===== src/hdl/assert_macros.svh =====
// ---------------------------------------------------------------------------
// assert_macros.svh
// Assertion macros shared by the inverse core; they expand to nothing when
// the synthesis flow defines SYNTHESIS.
// ---------------------------------------------------------------------------
`ifndef ASSERT_MACROS_SVH
`define ASSERT_MACROS_SVH
`ifndef SYNTHESIS
// property must hold at every clock edge outside reset
`define M3_ASSERT(lbl, prop, msg) \
    lbl: assert property (@(posedge i_clk) disable iff (!i_rst_n) (prop)) else $error(msg);
// expression must never be true outside reset
`define M3_NEVER(lbl, expr, msg) \
    `M3_ASSERT(lbl, !(expr), msg)
`else
`define M3_ASSERT(lbl, prop, msg)
`define M3_NEVER(lbl, expr, msg)
`endif
`endif


===== src/hdl/m3inv_pkg.sv =====
// ---------------------------------------------------------------------------
// m3inv_pkg
// Widths, cofactor index table and payload types of the 3x3 inverse core.
// ---------------------------------------------------------------------------
package m3inv_pkg;

    // entry format
    localparam int ENTRY_WIDTH = 32;
    localparam int FRAC_BITS   = 16;
    localparam int NUM_ENT     = 9;

    // derived widths
    localparam int PW   = 2 * ENTRY_WIDTH;          // 2x2 product
    localparam int CW   = 2 * ENTRY_WIDTH + 1;      // signed cofactor
    localparam int CMW  = 2 * ENTRY_WIDTH;          // cofactor magnitude
    localparam int HW   = CW - ENTRY_WIDTH;         // upper cofactor slice
    localparam int PPW  = ENTRY_WIDTH + HW;         // determinant partial product
    localparam int DW   = ENTRY_WIDTH + CW + 2;     // signed determinant
    localparam int SH   = 2 * FRAC_BITS;            // numerator scaling
    localparam int NW   = CMW + SH;                 // scaled numerator
    localparam int TW   = NW - ENTRY_WIDTH;         // numerator above quotient bits
    localparam int RW   = DW + 1;                   // divider remainder
    localparam int CMPW = (TW > RW) ? TW : RW;

    // pipeline depths
    localparam int FRONT_STAGES = 6;
    localparam int BACK_STAGES  = ENTRY_WIDTH + 2;

    // cofactor k = a[p0]*a[p1] - a[q0]*a[q1], adjugate in output order
    localparam logic [3:0] COF_IDX [NUM_ENT][4] = '{
        '{4'd4, 4'd8, 4'd5, 4'd7},
        '{4'd7, 4'd2, 4'd1, 4'd8},
        '{4'd1, 4'd5, 4'd4, 4'd2},
        '{4'd6, 4'd5, 4'd3, 4'd8},
        '{4'd0, 4'd8, 4'd6, 4'd2},
        '{4'd3, 4'd2, 4'd0, 4'd5},
        '{4'd3, 4'd7, 4'd6, 4'd4},
        '{4'd6, 4'd1, 4'd0, 4'd7},
        '{4'd0, 4'd4, 4'd3, 4'd1}
    };

    typedef logic [NUM_ENT-1:0][ENTRY_WIDTH-1:0] t_ent_vec;
    typedef logic [NUM_ENT-1:0][CW-1:0]          t_cof_vec;

    // front to back transaction
    typedef struct packed {
        t_cof_vec        cof;
        logic [DW-1:0]   det;
    } t_mid;

    // result transaction
    typedef struct packed {
        t_ent_vec ent;
        logic     singular;
        logic     overflow;
    } t_res;

endpackage


===== src/hdl/m3inv_link.sv =====
// ---------------------------------------------------------------------------
// m3inv_link
// Two-entry queue between the cofactor front and the divider back.
// ---------------------------------------------------------------------------
module m3inv_link import m3inv_pkg::*; (
    input  logic i_clk,
    input  logic i_rst_n,
    input  logic i_push,
    input  t_mid i_data,
    output logic o_full,
    output logic o_valid,
    output t_mid o_data,
    input  logic i_pop
);

    t_mid       r_mem [2];
    logic       r_wp, r_rp;
    logic [1:0] r_cnt;
    logic       do_push, do_pop;

    assign o_full  = (r_cnt == 2'd2);
    assign o_valid = (r_cnt != 2'd0);
    assign o_data  = r_mem[r_rp];
    assign do_push = i_push && !o_full;
    assign do_pop  = i_pop && o_valid;

    // pointers and fill count
    always_ff @(posedge i_clk) begin
        if (!i_rst_n) begin
            r_wp  <= 1'b0;
            r_rp  <= 1'b0;
            r_cnt <= 2'd0;
        end else begin
            if (do_push) r_wp <= !r_wp;
            if (do_pop)  r_rp <= !r_rp;
            r_cnt <= r_cnt + {1'b0, do_push} - {1'b0, do_pop};
        end
    end

    // storage
    always_ff @(posedge i_clk) begin
        if (do_push) begin
            r_mem[r_wp] <= i_data;
        end
    end

endmodule


===== config.mk =====
export PLATFORM = sky130hd
export DESIGN_NAME = m3inv_link
export DESIGN_NICKNAME = d
export VERILOG_FILES = /design/src/hdl/assert_macros.svh /design/src/hdl/m3inv_pkg.sv /design/src/hdl/m3inv_link.sv
export SDC_FILE = /design/constraint.sdc
export NUM_CORES = 1
export LEC_CHECK = 0
export BUFFER_PORTS_ARGS = -buffer_cell sky130_fd_sc_hd__buf_2
export CAP_MARGIN = 20
export CORE_AREA = 2 2 542 544
export CTS_CLUSTER_SIZE = 16
export DETAILED_ROUTE_END_ITERATION = 7
export DIE_AREA = 0 0 544 546
export PLACE_DENSITY_LB_ADDON = 0.08
export SLEW_MARGIN = 20
export SYNTH_ARGS = -nofsm -noshare
export SYNTH_HDL_FRONTEND = slang
export SYNTH_SLANG_ARGS = --single-unit

===== constraint.sdc =====
create_clock -name i_clk -period 56 [get_ports i_clk]
set_input_delay 14 -clock i_clk [delete_from_list [all_inputs] [get_ports i_clk]]
set_output_delay 14 -clock i_clk [all_outputs]
set_load 0.005 [all_outputs]

== Word level (Yosys, flattened, before mapping) ==
Memory sizes are Yosys's and may differ from the RTL's. A register that Yosys moved wholly into a read port is not among the register bits.
Cells that the tools add are included.

* Flip-flop bits (word level): 4
* RAM bits: 1368
* Input bits: 688
* Output and inout bits: 686
* Logic and storage cells: 17
* Memories: 1

{| class="wikitable"
|+ Memories
! memory !! words !! bits a word !! read ports !! clocked after Yosys merged registers in !! wr ports !! line !! source
|-
| r_mem || 2 || 684 || 1 || 1 || 1 || m3inv_link.sv:16 || <nowiki>t_mid r_mem [2];</nowiki>
|}

* $add $sub $neg: 2
* Equal/unequal tests: 1
* Muxes and demuxes: 4
* Reductions and logical operators: 6

{| class="wikitable"
|+ Operators by type and width
! kind !! number
|-
| 1-bit two-way mux || 4
|-
| 1-bit zero test || 3
|-
| 2-bit by 1-bit adder with 2-bit output || 1
|-
| 2-bit equality test, second input constant || 1
|-
| 1-bit logical AND || 2
|-
| 2-bit nonzero test || 1
|-
| 2-bit by 1-bit subtractor with 2-bit output || 1
|}

== Logic depth before layout (Yosys ltp) ==
* Word-level depth: 5
* Mapped depth: 8
* Mapped depth without buffers: 8

== Worst setup path after synthesis ==
OpenSTA, ideal clock, no wires.

* Path kind: input to register
* Start: input i_push
* End: memory r_mem[0][0] (netlist name) (enable)
* Library setup time: 1749 ps
* Arrival time: 42370 ps
* Data required time: 54251 ps
* Setup slack: 11881 ps
* Stages: 2
* Path buffers: 0
* Cell sequence: nand2_1 nor2_1

* Cells in the longest elaborated chain, start to end: 3

{| class="wikitable"
|+ RTL lines
! element !! line !! source
|-
| start, declared || m3inv_link.sv:8 || <nowiki>input logic i_push,</nowiki>
|-
| 1-bit logical AND || m3inv_link.sv:24 || <nowiki>assign do_push = i_push && !o_full;</nowiki>
|-
| 1-bit two-way mux || m3inv_link.sv:42 || <nowiki>if (do_push) begin</nowiki>
|-
| 1-bit two-way mux (not written as such) || m3inv_link.sv:43 || <nowiki>r_mem[r_wp] <= i_data;</nowiki>
|-
| end, declared || m3inv_link.sv:16 ||
|}

No other way between the ends.

==> impl_metrics.toml <==
[status]
status = "finished clean"

[yosys]
seq_area_frac_synth_pct = 82.5
synth_nets = 2844
synth_area_sq_um = 49900
ys_top_cells_by_area = "edfxtp_1 82%, mux2_2 15%, buf_6 0.99%"
synth_edf_count = 1368
synth_seq_cells = 1373
synth_cell_types = 18
synth_top_cell_by_area = "edfxtp_1"
synth_flop_cell = "edfxtp_1"
synth.avg_cell_area_sq_um = 23.2
netlist_instances = 2154
synthMostInstantiatedCell = "edfxtp_1"
yosys_warnings = 0
synth_top_area_share_pct = 82.3
async_flop_share_pct = 0
ys_top_cells_by_count = "1368 x edfxtp_1, 684 x mux2_2, 44 x buf_6"

[grt]
grt_pass1_vias = 28400
grt-ovfl-total = 0
grt_pass1_wl_mm = 258
grtUsageTotal_pct = 12.8
grt_max_degree = 149
antenna_found_initial = 223

[clock_tree]
numCtsBuffers = 177
hold_buffers = 0
htree_levels = 4
clock_latency_ns = 0.82
cts_tree = "done"
path_clk_slew_ns = 0.06
clockBufferDepth = 4
post_cts_buffers = 0
clock_sinks = 1373
cts-root-buf = "clkbuf_16"
cts_resized = 0

[floorplan]
die_h_um = 546
die_x_um = 544
design.core.area_sq_um = 292000
pin_count = 1374
start_util_pct = 17.1
dieArea_sq_um = 297000
rows = 199

[placement]
place_congestion = 0.781
io_buffers = 1373
dp_hpwl_mm = 148
post_dp_cell_area_sq_um = 61100

[power]
power_density_nw_per_um2 = 45.9
cell_internal_pwr_w = 0.00218
combPwrFrac_pct = 21.6
ir_drop_v = 0.0000239
leakage_nw = 23.5
clkPwrFrac_pct = 34.7
p_sw_share_pct = 28.5
switchingPower_w = 0.000870
pwr-share-seq_pct = 43.7

[final_layout]
drive_gt1_share_pct = 60.9
finalNetCount = 4351
fin_util_pct = 22.8
syn_to_final_growth_pct = 33.1
final_cell_area_sq_um = 66400

[route]
vias_per_cell = 3.53
firstDrtPassIters = 5
route.detailed.drc = 0
num_vias = 27300
wire_per_inst_um = 25.7
drtIter0Drc = 1254
ant_nets = 0
drt-total-wl_mm = 199

[timing]
setup_viol = 0
fin_skew_ns = 0.0298
finalSetupTns_ns = 0
finalHoldViolCount = 0
tightest_slew_ns = 1.08
finalMaxSlewViolations = 0
relSlewSlack_pct = 27.8
max_freq_mhz = 52.8
rsz0062_at_grt = "no"
finalCriticalPeriod_ns = 18.95
period_share_pct = 33.8

[critical_path]
crit_chain = "buf_4 > buf_4 > buf_4 > mux2_2 > buf_2"
crit_buf_inv = 4
critPathLaunchType = "flip-flop"
critical_path.most_common_cell = "buf_4"
cp_slowest_cell = "buf_4"
path_class = "reg2out"
max_stage_delay_ns = 0.86
critPathCaptureType = "primary output"
crit_arrival_ns = 4.95
cp.required_ns = 42.00
cpLargestDelayFamily = "buffers and inverters"
critPathMaxFanout = 73

[min_path]
hp-class = "reg2reg"

[run]
drv_cap = 0
==> final timing paths <==
kind / start / to / slack [ns] / depth (start not counted)
max reg2reg: r_cnt[0] / r_mem[0][180] / 51.69 / 7
min: r_rp / r_rp / 0.52 / 2
max: flip-flop / o_data[401] / 37.05 / 5
min reg2reg: r_rp / r_rp / 0.52 / 2
==> cells in the final DEF, fill, tap and decap left out, types with 3 or more instances in the layout <==
| master | Yosys | routed |
|---|---|---|
| buf_2 | 2 | 1373 |
| edfxtp_1 | 1368 | 1368 |
| mux2_2 | 684 | 684 |
| clkbuf_16 | 0 | 182 |
| clkinv_1 | 0 | 47 |
| clkbuf_1 | 0 | 44 |
| diode_2 | 0 | 35 |
| buf_4 | 0 | 25 |
| clkinv_2 | 0 | 20 |
| inv_6 | 0 | 5 |
| buf_12 | 0 | 5 |
| bufinv_16 | 0 | 4 |
| dfxtp_1 | 5 | 4 |
| inv_1 | 3 | 3 |
| nor2_1 | 4 | 3 |
| inv_16 | 0 | 3 |
==> cells by family (layout without fill, tap and decap cells) <==
group                    after synthesis  count (layout)  synth area share [%]
buffers and inverters                 79            1715                  1.86
XOR/XNOR                               3               3                0.0526
AND/OR/NAND/NOR                       11              11                 0.108
flip-flops                          1373            1373                  82.5
adder cells (fa/ha/maj)                2               2                0.0501
AO/OA/AOI/OAI                          1               1                0.0150
multiplexers                         685             685                  15.4
other                                  0              35                     0
==> worst min-delay path, delay by kind of cell (launching register included) <==
kind                      cells  cell delay [ns]
DFF                           1             0.32
xor gates and xnor gates      1             0.08
and+or+nand+nor               1             0.08
==> routing by layer <==
layer	global-route usage, %	up-vias	routed length [um]
met2	22.2	1347	97400
li1	-	11700	-
met1	12.9	13500	69000
met5	0	-	832
met4	3.75	128	6600
met3	7.16	576	24900
==> registers in the layout, indices dropped and copies added (netlist names), named ones only <==
signal and cells:
r_cnt 2, r_rp 1, r_wp 1, r_mem 1368
==> power by group through the flow <==
stage / Sequential [W] / Clock [W] / Combinational (W)
floorplan: 0.00149 / 0 / 0.000351
global placement: 0.00136 / 0 / 0.000691
detailed placement: 0.00136 / 0 / 0.000687
CTS: 0.00134 / 0.00111 / 0.000691
global route: 0.00135 / 0.00114 / 0.000720
finish: 0.00133 / 0.00106 / 0.000659
==> area by class of cell <==
type | instances | area, sq um
repair buffers | 1404 | 7170
clock buffers | 226 | 4720
diodes | 35 | 87.6
inverters | 3 | 11.3
fillers | 30700 | 226000
flip-flops and latches | 1373 | 41200
clock inverters | 82 | 532
well taps | 3919 | 4900
multi-input cells | 702 | 7840
==> metrics by stage <==
step	total power [W]	cells	hold slack [ns]	worst slack (ns)
2_1_floorplan	0.00184	2154	0.455	11.88
3_3_place_gp	0.00205	7401	0.496	37.69
3_5_place_dp	0.00205	7401	0.508	37.67
4_1_cts	0.00314	7709	0.531	36.72
5_1_grt	0.00320	7720	0.566	36.59
6_report	0.00305	7744	0.517	37.05
No activity file was read; power rests on OpenSTA's default activity.
